===== src/uart_dual_ring_buffer_engine_unit_macros.svh =====
// Assertion macros shared by the serial ring buffer engine RTL.
`ifndef UART_DUAL_RING_BUFFER_ENGINE_UNIT_MACROS_SVH
`define UART_DUAL_RING_BUFFER_ENGINE_UNIT_MACROS_SVH
`ifndef SYNTHESIS
// Same-cycle implication, disabled in reset.
`define URB_ASSERT_IMPL(label, clk, rstn, ante, cons) \
    label: assert property (@(posedge clk) disable iff (!(rstn)) (ante) |-> (cons)) \
        else $error("assertion failed");
// Next-cycle implication, disabled in reset.
`define URB_ASSERT_NEXT(label, clk, rstn, ante, cons) \
    label: assert property (@(posedge clk) disable iff (!(rstn)) (ante) |=> (cons)) \
        else $error("assertion failed");
`else
`define URB_ASSERT_IMPL(label, clk, rstn, ante, cons)
`define URB_ASSERT_NEXT(label, clk, rstn, ante, cons)
`endif
`endif


===== src/uartrb_pkg.sv =====
// Package: types, constants and pointer helpers for the serial ring buffer engine.
`default_nettype none
package uartrb_pkg;

    localparam int RING_DEPTH = 64;
    localparam int PTR_W      = $clog2(RING_DEPTH);
    localparam int CNT_W      = PTR_W + 1;
    localparam int SIZE_W     = 7;
    localparam int ADDR_W     = 5;
    localparam int DATA_W     = 32;

    // register indexes (paddr[4:2])
    localparam logic [2:0] REG_RX_SIZE     = 3'd0;
    localparam logic [2:0] REG_TX_SIZE     = 3'd1;
    localparam logic [2:0] REG_ECHO_ENABLE = 3'd2;
    localparam logic [2:0] REG_ESCAPE_CHAR = 3'd3;
    localparam logic [2:0] REG_RX_ENABLE   = 3'd4;

    // reset values
    localparam logic [SIZE_W-1:0] RX_SIZE_RST     = 7'd64;
    localparam logic [SIZE_W-1:0] TX_SIZE_RST     = 7'd64;
    localparam logic              ECHO_ENABLE_RST = 1'b0;
    localparam logic [7:0]        ESCAPE_CHAR_RST = 8'h0A; // newline
    localparam logic              RX_ENABLE_RST   = 1'b1;

    // request codes
    localparam logic [1:0] REQ_RX_BYTE = 2'd0;
    localparam logic [1:0] REQ_HOST_WR = 2'd1;
    localparam logic [1:0] REQ_HOST_RD = 2'd2;
    localparam logic [1:0] REQ_TX_DONE = 2'd3;

    typedef enum logic [1:0] {
        ST_IDLE,
        ST_EXEC,
        ST_SEND,
        ST_LOAD
    } state_t;

    typedef struct packed {
        logic [1:0] req_type;
        logic [7:0] data_byte;
    } in_beat_t;

    typedef struct packed {
        logic [7:0] read_data;
        logic       read_valid;
        logic       write_accepted;
        logic [7:0] tx_byte;
        logic       tx_valid;
        logic       escape_hit;
        logic       overflow_seen;
    } out_beat_t;

    typedef struct packed {
        logic [SIZE_W-1:0] rx_size;
        logic [SIZE_W-1:0] tx_size;
        logic              echo_enable;
        logic [7:0]        escape_char;
        logic              rx_enable;
    } cfg_t;

    typedef struct packed {
        logic capture;
        logic exec;
        logic send;
        logic load;
    } cmd_t;

    typedef struct packed {
        logic out_free;
    } stat_t;

    // ring size clamped to 2..RING_DEPTH
    function automatic logic [CNT_W-1:0] eff_size(input logic [SIZE_W-1:0] size);
        int s;
        logic [CNT_W-1:0] r;
        s = int'(size);
        if (s < 2) begin
            r = CNT_W'(2);
        end else if (s > RING_DEPTH) begin
            r = CNT_W'(RING_DEPTH);
        end else begin
            r = CNT_W'(s);
        end
        return r;
    endfunction

    // step a ring pointer, wrapping at the clamped size
    function automatic logic [PTR_W-1:0] advance(input logic [PTR_W-1:0] p,
                                                 input logic [SIZE_W-1:0] size);
        logic [CNT_W-1:0] n;
        n = {1'b0, p} + CNT_W'(1);
        return (n >= eff_size(size)) ? '0 : n[PTR_W-1:0];
    endfunction

endpackage
`default_nettype wire


===== src/uartrb_regs.sv =====
// APB configuration register file.
`default_nettype none
module uartrb_regs (
    input  wire logic                          aclk,
    input  wire logic                          aresetn,
    input  wire logic                          psel,
    input  wire logic                          penable,
    input  wire logic                          pwrite,
    input  wire logic [uartrb_pkg::ADDR_W-1:0] paddr,
    input  wire logic [uartrb_pkg::DATA_W-1:0] pwdata,
    output logic      [uartrb_pkg::DATA_W-1:0] prdata,
    output logic                               pready,
    output uartrb_pkg::cfg_t                   cfg
);
    uartrb_pkg::cfg_t cfg_reg, cfg_next;
    logic       wr_en;
    logic [2:0] idx;

    assign pready = 1'b1;
    assign wr_en  = psel && penable && pwrite;
    assign idx    = paddr[4:2];
    assign cfg    = cfg_reg;

    always_comb begin
        cfg_next = cfg_reg;
        if (wr_en) begin
            case (idx)
                uartrb_pkg::REG_RX_SIZE:     cfg_next.rx_size     = pwdata[6:0];
                uartrb_pkg::REG_TX_SIZE:     cfg_next.tx_size     = pwdata[6:0];
                uartrb_pkg::REG_ECHO_ENABLE: cfg_next.echo_enable = pwdata[0];
                uartrb_pkg::REG_ESCAPE_CHAR: cfg_next.escape_char = pwdata[7:0];
                uartrb_pkg::REG_RX_ENABLE:   cfg_next.rx_enable   = pwdata[0];
                default: ;
            endcase
        end
    end

    always_comb begin
        case (idx)
            uartrb_pkg::REG_RX_SIZE:     prdata = {25'd0, cfg_reg.rx_size};
            uartrb_pkg::REG_TX_SIZE:     prdata = {25'd0, cfg_reg.tx_size};
            uartrb_pkg::REG_ECHO_ENABLE: prdata = {31'd0, cfg_reg.echo_enable};
            uartrb_pkg::REG_ESCAPE_CHAR: prdata = {24'd0, cfg_reg.escape_char};
            uartrb_pkg::REG_RX_ENABLE:   prdata = {31'd0, cfg_reg.rx_enable};
            default:                     prdata = '0;
        endcase
    end

    always_ff @(posedge aclk) begin
        if (!aresetn) begin
            cfg_reg.rx_size     <= uartrb_pkg::RX_SIZE_RST;
            cfg_reg.tx_size     <= uartrb_pkg::TX_SIZE_RST;
            cfg_reg.echo_enable <= uartrb_pkg::ECHO_ENABLE_RST;
            cfg_reg.escape_char <= uartrb_pkg::ESCAPE_CHAR_RST;
            cfg_reg.rx_enable   <= uartrb_pkg::RX_ENABLE_RST;
        end else begin
            cfg_reg <= cfg_next;
        end
    end

endmodule
`default_nettype wire


===== src/uartrb_ctrl.sv =====
// Sequencer: accept, execute, transmit-send and result-load steps.
`default_nettype none
`include "uart_dual_ring_buffer_engine_unit_macros.svh"
module uartrb_ctrl (
    input  wire logic        aclk,
    input  wire logic        aresetn,
    input  wire logic        s_valid,
    output logic             s_ready,
    input  uartrb_pkg::stat_t stat,
    output uartrb_pkg::cmd_t  cmd
);
    uartrb_pkg::state_t state_reg, state_next;

    always_ff @(posedge aclk) begin
        if (!aresetn) begin
            state_reg <= uartrb_pkg::ST_IDLE;
        end else begin
            state_reg <= state_next;
        end
    end

    always_comb begin
        state_next  = state_reg;
        s_ready     = 1'b0;
        cmd         = '0;
        case (state_reg)
            uartrb_pkg::ST_IDLE: begin
                s_ready     = 1'b1;
                cmd.capture = s_valid;
                if (s_valid) begin
                    state_next = uartrb_pkg::ST_EXEC;
                end
            end
            uartrb_pkg::ST_EXEC: begin
                cmd.exec   = 1'b1;
                state_next = uartrb_pkg::ST_SEND;
            end
            uartrb_pkg::ST_SEND: begin
                cmd.send   = 1'b1;
                state_next = uartrb_pkg::ST_LOAD;
            end
            uartrb_pkg::ST_LOAD: begin
                // hold until the output register can take the result
                if (stat.out_free) begin
                    cmd.load   = 1'b1;
                    state_next = uartrb_pkg::ST_IDLE;
                end
            end
            default: state_next = uartrb_pkg::ST_IDLE;
        endcase
    end

    `URB_ASSERT_NEXT(a_accept_exec, aclk, aresetn, s_valid && s_ready, state_reg == uartrb_pkg::ST_EXEC)
    `URB_ASSERT_NEXT(a_exec_send, aclk, aresetn, cmd.exec, cmd.send)

endmodule
`default_nettype wire


===== src/uartrb_dp.sv =====
// Datapath: both rings, pointers, line state and the result register.
`default_nettype none
`include "uart_dual_ring_buffer_engine_unit_macros.svh"
module uartrb_dp (
    input  wire logic             aclk,
    input  wire logic             aresetn,
    input  uartrb_pkg::cfg_t      cfg,
    input  uartrb_pkg::cmd_t      cmd,
    output uartrb_pkg::stat_t     stat,
    input  uartrb_pkg::in_beat_t  s_data,
    output logic                  m_valid,
    input  wire logic             m_ready,
    output uartrb_pkg::out_beat_t m_data
);
    localparam int PW = uartrb_pkg::PTR_W;

    logic [7:0] rx_mem [uartrb_pkg::RING_DEPTH];
    logic [7:0] tx_mem [uartrb_pkg::RING_DEPTH];

    logic [1:0]    req_reg;
    logic [7:0]    byte_reg;
    logic [PW-1:0] rx_head_reg, rx_head_next, rx_tail_reg, rx_tail_next;
    logic [PW-1:0] tx_head_reg, tx_head_next, tx_tail_reg, tx_tail_next;
    logic          ovf_reg, ovf_next, busy_reg, busy_next;
    logic          rvalid_reg, rvalid_next, wacc_reg, wacc_next;
    logic          txv_reg, txv_next, esc_reg, esc_next, send_reg, send_next;
    logic [7:0]    rx_rdata_reg, tx_rdata_reg;
    logic          m_valid_reg, m_valid_next;
    uartrb_pkg::out_beat_t m_data_reg, m_data_next;

    logic          rx_we, tx_we, rx_re, tx_re, tx_full;
    logic [PW-1:0] rx_head_adv, rx_tail_adv, tx_head_adv, tx_tail_adv;

    assign rx_head_adv = uartrb_pkg::advance(rx_head_reg, cfg.rx_size);
    assign rx_tail_adv = uartrb_pkg::advance(rx_tail_reg, cfg.rx_size);
    assign tx_head_adv = uartrb_pkg::advance(tx_head_reg, cfg.tx_size);
    assign tx_tail_adv = uartrb_pkg::advance(tx_tail_reg, cfg.tx_size);
    // one slot kept free in the transmit ring
    assign tx_full     = (tx_head_adv == tx_tail_reg);

    assign stat.out_free = !m_valid_reg || m_ready;
    assign m_valid       = m_valid_reg;
    assign m_data        = m_data_reg;

    always_comb begin
        rx_head_next = rx_head_reg;
        rx_tail_next = rx_tail_reg;
        tx_head_next = tx_head_reg;
        tx_tail_next = tx_tail_reg;
        ovf_next     = ovf_reg;
        busy_next    = busy_reg;
        rvalid_next  = rvalid_reg;
        wacc_next    = wacc_reg;
        txv_next     = txv_reg;
        esc_next     = esc_reg;
        send_next    = send_reg;
        rx_we = 1'b0;
        tx_we = 1'b0;
        rx_re = 1'b0;
        tx_re = 1'b0;

        if (cmd.exec) begin
            rvalid_next = 1'b0;
            wacc_next   = 1'b0;
            txv_next    = 1'b0;
            esc_next    = 1'b0;
            send_next   = 1'b0;
            case (req_reg)
                uartrb_pkg::REQ_RX_BYTE: begin
                    if (cfg.rx_enable) begin
                        rx_we        = 1'b1;
                        rx_head_next = rx_head_adv;
                        // full: drop the oldest byte
                        if (rx_head_adv == rx_tail_reg) begin
                            rx_tail_next = rx_tail_adv;
                            ovf_next     = 1'b1;
                        end
                        if (cfg.echo_enable) begin
                            if (!tx_full) begin
                                tx_we        = 1'b1;
                                tx_head_next = tx_head_adv;
                            end
                            send_next = !busy_reg;
                        end
                        esc_next = (byte_reg == cfg.escape_char);
                    end
                end
                uartrb_pkg::REQ_HOST_WR: begin
                    if (!tx_full) begin
                        tx_we        = 1'b1;
                        tx_head_next = tx_head_adv;
                        wacc_next    = 1'b1;
                    end
                    send_next = !busy_reg;
                end
                uartrb_pkg::REQ_HOST_RD: begin
                    if (rx_tail_reg != rx_head_reg) begin
                        rx_re        = 1'b1;
                        rvalid_next  = 1'b1;
                        rx_tail_next = rx_tail_adv;
                    end
                end
                uartrb_pkg::REQ_TX_DONE: send_next = 1'b1;
                default: ;
            endcase
        end

        if (cmd.send && send_reg) begin
            if (tx_head_reg != tx_tail_reg) begin
                tx_re        = 1'b1;
                txv_next     = 1'b1;
                tx_tail_next = tx_tail_adv;
                busy_next    = 1'b1;
            end else begin
                busy_next = 1'b0;
            end
        end
    end

    always_comb begin
        m_data_next  = m_data_reg;
        m_valid_next = m_valid_reg;
        if (cmd.load) begin
            m_valid_next               = 1'b1;
            m_data_next.read_data      = rvalid_reg ? rx_rdata_reg : 8'd0;
            m_data_next.read_valid     = rvalid_reg;
            m_data_next.write_accepted = wacc_reg;
            m_data_next.tx_byte        = txv_reg ? tx_rdata_reg : 8'd0;
            m_data_next.tx_valid       = txv_reg;
            m_data_next.escape_hit     = esc_reg;
            m_data_next.overflow_seen  = ovf_reg;
        end else if (m_ready) begin
            m_valid_next = 1'b0;
        end
    end

    always_ff @(posedge aclk) begin
        if (!aresetn) begin
            rx_head_reg <= '0;
            rx_tail_reg <= '0;
            tx_head_reg <= '0;
            tx_tail_reg <= '0;
            ovf_reg     <= 1'b0;
            busy_reg    <= 1'b0;
            m_valid_reg <= 1'b0;
        end else begin
            rx_head_reg <= rx_head_next;
            rx_tail_reg <= rx_tail_next;
            tx_head_reg <= tx_head_next;
            tx_tail_reg <= tx_tail_next;
            ovf_reg     <= ovf_next;
            busy_reg    <= busy_next;
            m_valid_reg <= m_valid_next;
        end
    end

    // per-item flags and payload, rewritten every item
    always_ff @(posedge aclk) begin
        if (cmd.capture) begin
            req_reg  <= s_data.req_type;
            byte_reg <= s_data.data_byte;
        end
        rvalid_reg <= rvalid_next;
        wacc_reg   <= wacc_next;
        txv_reg    <= txv_next;
        esc_reg    <= esc_next;
        send_reg   <= send_next;
        m_data_reg <= m_data_next;
    end

    always_ff @(posedge aclk) begin
        if (rx_we) begin
            rx_mem[rx_head_reg] <= byte_reg;
        end
        if (rx_re) begin
            rx_rdata_reg <= rx_mem[rx_tail_reg];
        end
    end

    always_ff @(posedge aclk) begin
        if (tx_we) begin
            tx_mem[tx_head_reg] <= byte_reg;
        end
        if (tx_re) begin
            tx_rdata_reg <= tx_mem[tx_tail_reg];
        end
    end

    `URB_ASSERT_NEXT(a_send_busy, aclk, aresetn, cmd.send && send_reg && (tx_head_reg != tx_tail_reg), busy_reg)
    `URB_ASSERT_IMPL(a_one_kind, aclk, aresetn, m_valid_reg, !(m_data_reg.read_valid && (m_data_reg.write_accepted || m_data_reg.escape_hit)))

endmodule
`default_nettype wire


===== src/uart_dual_ring_buffer_engine_unit.sv =====
// Top level of the serial port receive/transmit ring buffer engine.
// The sequencer runs accept, execute, transmit-send and load steps, as each ring
// read has a registered port; the load step waits while the result register is
//   held. A new request is taken only after the load step of the one before.
// Reset (aresetn low, synchronous): ring pointers, overflow flag and line state
//   cleared, registers to defaults; ring storage is not cleared.
`default_nettype none
module uart_dual_ring_buffer_engine_unit (
    input  wire logic                          aclk,
    input  wire logic                          aresetn,
    // request channel
    input  wire logic                          s_valid,
    output logic                               s_ready,
    input  uartrb_pkg::in_beat_t               s_data,
    // result channel
    output logic                               m_valid,
    input  wire logic                          m_ready,
    output uartrb_pkg::out_beat_t              m_data,
    // configuration port
    input  wire logic                          psel,
    input  wire logic                          penable,
    input  wire logic                          pwrite,
    input  wire logic [uartrb_pkg::ADDR_W-1:0] paddr,
    input  wire logic [uartrb_pkg::DATA_W-1:0] pwdata,
    output logic      [uartrb_pkg::DATA_W-1:0] prdata,
    output logic                               pready
);
    uartrb_pkg::cfg_t  cfg;
    uartrb_pkg::cmd_t  cmd;
    uartrb_pkg::stat_t stat;

    // register file: ring sizes, echo, escape character, receive enable
    uartrb_regs u_regs (
        .aclk    (aclk),
        .aresetn (aresetn),
        .psel    (psel),
        .penable (penable),
        .pwrite  (pwrite),
        .paddr   (paddr),
        .pwdata  (pwdata),
        .prdata  (prdata),
        .pready  (pready),
        .cfg     (cfg)
    );

    // sequencer: one request beat in flight at a time; the result register
    // decouples the result channel, so a new beat is taken while one waits
    uartrb_ctrl u_ctrl (
        .aclk    (aclk),
        .aresetn (aresetn),
        .s_valid (s_valid),
        .s_ready (s_ready),
        .stat    (stat),
        .cmd     (cmd)
    );

    // rings, pointers, line-busy state, result register
    uartrb_dp u_dp (
        .aclk    (aclk),
        .aresetn (aresetn),
        .cfg     (cfg),
        .cmd     (cmd),
        .stat    (stat),
        .s_data  (s_data),
        .m_valid (m_valid),
        .m_ready (m_ready),
        .m_data  (m_data)
    );

endmodule
`default_nettype wire

===== config.mk =====
export PLATFORM = sky130hd
export DESIGN_NAME = uart_dual_ring_buffer_engine_unit
export DESIGN_NICKNAME = d
export VERILOG_FILES = /design/src/uartrb_pkg.sv /design/src/uartrb_regs.sv /design/src/uartrb_ctrl.sv /design/src/uartrb_dp.sv /design/src/uart_dual_ring_buffer_engine_unit.sv
export VERILOG_INCLUDE_DIRS = /design/src /design/src/src
export SDC_FILE = /design/constraint.sdc
export NUM_CORES = 1
export LEC_CHECK = 0
export ABC_AREA = 1
export BUFFER_PORTS_ARGS = -buffer_cell sky130_fd_sc_hd__buf_2
export CORE_UTILIZATION = 55
export DETAILED_ROUTE_END_ITERATION = 6
export MAX_ROUTING_LAYER = met4
export PLACE_DENSITY = 0.83
export SYNTH_ARGS = -nofsm -noshare
export SYNTH_HDL_FRONTEND = slang
export SYNTH_SLANG_ARGS = --single-unit

===== constraint.sdc =====
create_clock -name aclk -period 3.7 [get_ports aclk]
set_input_delay 0.925 -clock aclk [delete_from_list [all_inputs] [get_ports aclk]]
set_output_delay 0.925 -clock aclk [all_outputs]
set_load 0.02 [all_outputs]

==> qor.txt, run 1 <==
wire length per cell: 24.3 um
peak supply drop: 0.000606 V
Starting Density: 55.5%
Total Routing Usage GR: 27.5%
Cell variety after synth: 41
largest net degree at the start of global routing: 166
Critical-path top delay cell: dfxtp_1
initial antenna violation count: 3
status: complete, but fails checks
FP Rows: 106
Leakage: 17.0 nW
clock tree root driver cell: clkbuf_16
vias in the first global route: 29100
share of cells above drive strength 1: 11.1%
Crit path required time: 4080 ps
Clk pwr share: 33.7%
Post-DRT Antenna Nets: 0
later-pin clock latency in the skew report: 680 ps
initial drt markers: 5241
total power: 30.5 mW
CP Capture Type: register
synthesis-to-finish area growth: 11.2%
switch share: 28.4%
Max Clk Rate: 285 MHz
slew at the pin with the worst max-slew slack: 1060 ps
placed inst area: 48300 um^2
GRT overflow: 0
Cells after Synth: 3543
Setup Skew: 27.0 ps
drt first pass iters: 7
cts bufs inserted: 99
HP Class: reg2reg
Pins Over Slew Limit: 0
Mapped Area: 46300 um^2
drt via density: 6.49
Setup Crit Path Kind: reg2reg
sequential fraction of design power: 49.3%
switching pwr: 8.65 mW
slowest stage delay, CP: 570 ps
Die H: 292 um
Worst Hold Margin: 421 ps
H-Tree Depth: 3
Vias: 31100
Synth Register Bits: 1129
Hold Violations, Final: 0
Die Wd: 292 um
Hold Path Stages: 0
register area share after synthesis: 72.0%
Setup crit start kind: register
CP Cell Sequence: nand3_2, clkinv_1, nand2_1, nand2_1, ha_1, nand2_1, inv_1, nand2_1, nand2_1, a21oi_4, nand4_1, nand2_1, nor2_1, nand3_2, nand2_2, inv_4, nand3_2, buf_4, nor2_1, buf_4
worst-path fanout max: 10
Top cell by count, worst path: nand2_1
Pwr Density: 591 nW/um^2
Avg Inst Size Synth: 13.1 um^2
Port Buffer Count: 58
GPL Wtd Cong: 0.964
Nets: 3724
Rel. slew slack: 29.0%
Reg clk slew, reported paths: 70 ps
Final min period: 3510 ps
failing checks: design-rule violations
Fin Setup TNS: 0 ps
combinational power share: 17.0%
Arrival @ worst endpoint: 3890 ps
die area: 85400 um^2
Final Routed Wirelength: 117000 um
Setup Buffers After CTS: 0
Internal: 21.8 mW
final instance area: 51500 um^2
endpoints failing setup: 0
Core Footprint: 83600 um^2
Max Cap Viol: 0
io pins: 110
DP HPWL: 65700 um
Syn. warnings: 0
CTS max path bufs: 3
dpl cells: 4613
final period utilization: 94.9%
FF-to-FF path depth: 20
first-pass GRT wire length: 174000 um
# DRC: 4
clock tree from TritonCTS: built
clk sink count: 1129
Non-Filler Instances: 4792
[logic make-up (layout without fill, tap and decap cells)]
group	count (synthesis)	count (layout)	share of synthesized area, %
other	2	29	0.0162
XOR/XNOR	14	14	0.265
multiplexers	128	128	2.76
flip-flops	1129	1129	72.0
adder cells (fa/ha/maj)	36	36	0.972
AO/OA/AOI/OAI	872	872	11.6
AND/OR/NAND/NOR	990	990	8.91
buffers and inverters	372	514	3.45
[final cells by class]
class                           instances  area, um^2
Sequential cell                      1129       33400
Clock buffer                          118        2580
Antenna cell                            4        10.0
Multi-Input combinational cell       2065       11500
Clock inverter                         57         621
Inverter                              109         417
Fill cell                            5683       32000
Tap cell                             1080        1350
Timing Repair Buffer                  230        1670
[metrics by stage]
| stage | setup WS [ps] | utilization [%] |
|---|---|---|
| 4_1_cts | 63.7 | 61.6 |
| 3_5_place_dp | 105 | 57.8 |
| 2_1_floorplan | 518 | - |
| 3_3_place_gp | 193 | 57.8 |
| 5_1_grt | -0.481 | 61.7 |
| 6_report | 190 | 61.7 |
[synth_stat cells]
cell type / count / area (um^2)
edfxtp_1: 1075 / 32300
nor2_1: 600 / 2250
o21ai_0: 419 / 2100
clkbuf_1: 179 / 672
nand2_1: 169 / 634
nand3_1: 138 / 691
o211ai_1: 133 / 998
o221ai_1: 131 / 1150
o22ai_1: 131 / 820
mux2i_1: 128 / 1280
inv_1: 101 / 379
dfxtp_1: 54 / 1080
a21oi_1: 43 / 215
buf_2: 38 / 190
nand4_1: 37 / 231
ha_1: 36 / 450
buf_4: 30 / 225
nor3_1: 17 / 85.1
xor2_1: 14 / 123
nand3_2: 13 / 130
buf_1: 10 / 37.5
nor2_2: 5 / 31.3
nor4_1: 5 / 31.3
buf_6: 4 / 45.0
clkinv_1: 4 / 15.0
nand2_2: 4 / 25.0
o21ai_1: 4 / 20.0
inv_2: 3 / 11.3
a211oi_1: 2 / 15.0
a221oi_1: 2 / 17.5
conb_1: 2 / 7.51
o21a_1: 2 / 15.0
o31ai_1: 2 / 15.0
a21o_1: 1 / 7.51
a21oi_4: 1 / 16.3
a22oi_1: 1 / 7.51
clkbuf_2: 1 / 5.00
clkbuf_8: 1 / 13.8
inv_4: 1 / 6.26
nand3b_1: 1 / 7.51
nor2_4: 1 / 11.3
[final timing paths]
path                                           from            endpoint  slack [ps]
worst max-delay path            u_dp.tx_head_reg[2]  u_dp.tx_mem[14][3]         190
worst min-delay path                   u_dp.esc_reg      u_dp.m_data[1]         420
worst max register to register  u_dp.tx_head_reg[2]  u_dp.tx_mem[14][3]         190
worst min register to register         u_dp.esc_reg      u_dp.m_data[1]         420
[what timing repair did]
action                                  in CTS  in global routing
endpoints found under the setup margin       0                136
hold buffers                                 0                  0
resized for setup                            0                  4
[layout by cell type, fill, tap and decap left out, types with 17 or more instances in the layout]
master / synthesis / final
dfxtp_1: 54 / 48
nor3_1: 17 / 17
conb_1: 2 / 25
o221ai_1: 131 / 131
nor2_1: 600 / 599
nand2_1: 169 / 169
mux2i_1: 128 / 128
clkbuf_1: 179 / 17
o21ai_0: 419 / 419
o211ai_1: 133 / 133
buf_4: 30 / 165
nand3_1: 138 / 138
a21oi_1: 43 / 42
clkinv_2: 0 / 17
nand4_1: 37 / 37
edfxtp_1: 1075 / 1075
clkinv_1: 4 / 20
inv_1: 101 / 96
o22ai_1: 131 / 131
ha_1: 36 / 36
clkbuf_16: 0 / 100
buf_2: 38 / 58
[power by group through the flow]
stage	registers [mW]	logic [mW]	clock network, mW
floorplan	15.5	2.98	0
detailed placement	15.3	4.96	0
global placement	15.3	4.81	0
global route	15.0	5.50	10.8
finish	15.0	5.18	10.3
CTS	15.0	5.04	10.3
[critical path: cells and delay by family, from the launching register on]
kind                     cells  cell delay (ps)
AO/OA/AOI/OAI                1              260
flip-flops                   1              570
AND/OR/NAND/NOR             13             1320
adder cells (fa/ha/maj)      1              250
buffers and inverters        5              820
[per-layer routing]
metal / track usage (%) / vias to the layer above / part of all wire (%)
met3: 5.06 / 330 / 13
li1: - / 13500 / -
met2: 42.6 / 2482 / 47
met4: 10.2 / 0 / 3.6
met1: 36.5 / 14800 / 36
met5: - / - / 0
Power figures use the tool's default switching activity.
==> inputs of run 2 (changes only) <==
--- a/config.mk
+++ b/config.mk
@@ -8,6 +8,7 @@
 export LEC_CHECK = 0
 export ABC_AREA = 1
 export BUFFER_PORTS_ARGS = -buffer_cell sky130_fd_sc_hd__buf_2
+export CORE_MARGIN = 4
 export CORE_UTILIZATION = 55
 export DETAILED_ROUTE_END_ITERATION = 6
 export MAX_ROUTING_LAYER = met4
==> qor.txt, run 2 (synthesized netlist as in run 1, its figures left out) <==
status: complete, but fails checks
failing checks: design-rule violations
share of cells above drive strength 1: 11.0%
r2r endpoint: u_dp.tx_mem[55][6]
Leakage: 17.0 nW
hold worst-path end: u_dp.m_data[1]
most frequent cells in the layout: edfxtp_1 (1075), nor2_1 (600), o21ai_0 (418)
hold_sp: u_dp.esc_reg
Max Clk Rate: 288 MHz
Crit path required time: 4060 ps
Top cell by count, worst path: nand2_1
HP Class: reg2reg
Rel. slew slack: 33.8%
drt first pass iters: 7
# DRC: 35
endpoints failing setup: 0
worst-path fanout max: 9
Resized cells post-CTS: 0
largest net degree at the start of global routing: 156
clk sink count: 1129
Nets: 3713
Arrival @ worst endpoint: 3830 ps
cts bufs inserted: 100
synthesis-to-finish area growth: 11.4%
wire length per cell: 24.1 um
Final min period: 3470 ps
Setup Buffers After CTS: 0
total power: 30.8 mW
Fin Setup TNS: 0 ps
GRT overflow: 0
Final Routed Wirelength: 115000 um
later-pin clock latency in the skew report: 670 ps
Port Buffer Count: 58
worst r2r src: u_dp.tx_head_reg[1]
CP Capture Type: register
FF-to-FF path depth: 19
initial antenna violation count: 0
H-Tree Depth: 3
final period utilization: 93.9%
hold_buf cts: 0
die area: 89000 um^2
Setup crit start kind: register
clock tree root driver cell: clkbuf_16
Die Wd: 298 um
Max Cap Viol: 0
Total Routing Usage GR: 26.0%
slowest stage delay, CP: 350 ps
placed inst area: 48300 um^2
Pins Over Slew Limit: 0
Worst Hold Margin: 429 ps
Starting Density: 55.5%
Die H: 298 um
Critical-path top delay cell: dfxtp_1
Vias: 30900
Hold Violations, Final: 0
peak supply drop: 0.000540 V
Post-DRT Antenna Nets: 0
commonest non-fill, non-tap cell in the layout: edfxtp_1
flop2flop setup slack: 230 ps
clock tree from TritonCTS: built
Setup Crit Path Kind: reg2reg
initial drt markers: 5217
GPL Wtd Cong: 0.948
CP Cell Sequence: ha_1, nand2_1, o21ai_0, nand2_1, ha_1, nand2_1, nor2_1, nand2_1, nand4_1, nand2_1, nand2_1, nor2_1, nand3_2, nand2_2, inv_6, nand3_2, buf_4, nor2_1, buf_4
CTS max path bufs: 3
final instance area: 51600 um^2
n_diodes: 0
DP HPWL: 65500 um
first-pass GRT wire length: 175000 um
Setup Skew: 31.7 ps
Pwr Density: 596 nW/um^2
io pins: 110
Reg clk slew, reported paths: 60 ps
FP Rows: 106
RSZ-0062 raised after global routing: no
Core Footprint: 83600 um^2
vias in the first global route: 29300
Hold Path Stages: 0
drt via density: 6.45
slew at the pin with the worst max-slew slack: 994 ps
-- run 2: routing by layer --
layer	global-route usage, %	routed length, um	up-vias	part of all wire (%)
li1	-	-	13500	-
met1	35.1	42100	14700	36
met2	39.9	53500	2402	46
met3	4.71	15300	365	13
met4	9.81	4550	0	3.9
met5	-	0	-	0
-- run 2: where the power goes --
part           leakage [nW]  internal [mW]  switching (mW)  total (mW)
sequential             10.1           14.8           0.226        15.0
combinational          5.28           1.38            3.89        5.27
clock                  1.63           5.94            4.54        10.5
total                  17.0           22.1            8.65        30.8
-- run 2: area by class of cell --
cell class                      instances  area (um^2)
Sequential cell                      1129        33400
Inverter                              109          419
Clock buffer                          130         2740
Tap cell                             1080         1350
Fill cell                            5713        31900
Multi-Input combinational cell       2066        11500
Clock inverter                         56          569
Timing Repair Buffer                  217         1660
-- run 2: per-stage QoR --
step | utilization (%) | std cells | setup slack [ps]
2_1_floorplan | - | 3566 | 518
3_3_place_gp | 57.8 | 4600 | 118
3_5_place_dp | 57.8 | 4600 | 43.8
4_1_cts | 61.7 | 4786 | 24.1
5_1_grt | 61.8 | 4787 | 22.6
6_report | 61.8 | 4787 | 227
-- run 2: critical path, delay by kind of cell (launching register included) --
family / cells / cell delay, ps
buffers and inverters: 3 / 570
DFF: 1 / 350
adders and majority gates: 2 / 570
AOI/OAI and AO/OA: 1 / 150
and+or+nand+nor: 13 / 1520
-- run 2: worst max path at each step --
stage | start | endpoint | depth (start not counted)
final | u_dp.tx_head_reg[1] | u_dp.tx_mem[55][6] | 19
after floorplan | u_dp.tx_head_reg[0] | u_dp.tx_mem[10][0] | 18
after detailed placement | u_regs.cfg[13] | u_dp.tx_mem[54][4] | 18
after global placement | u_regs.cfg[13] | u_dp.tx_mem[36][2] | 18
after CTS | u_regs.cfg[13] | u_dp.tx_mem[62][5] | 18
after global routing | u_dp.tx_head_reg[1] | u_dp.tx_mem[59][7] | 19
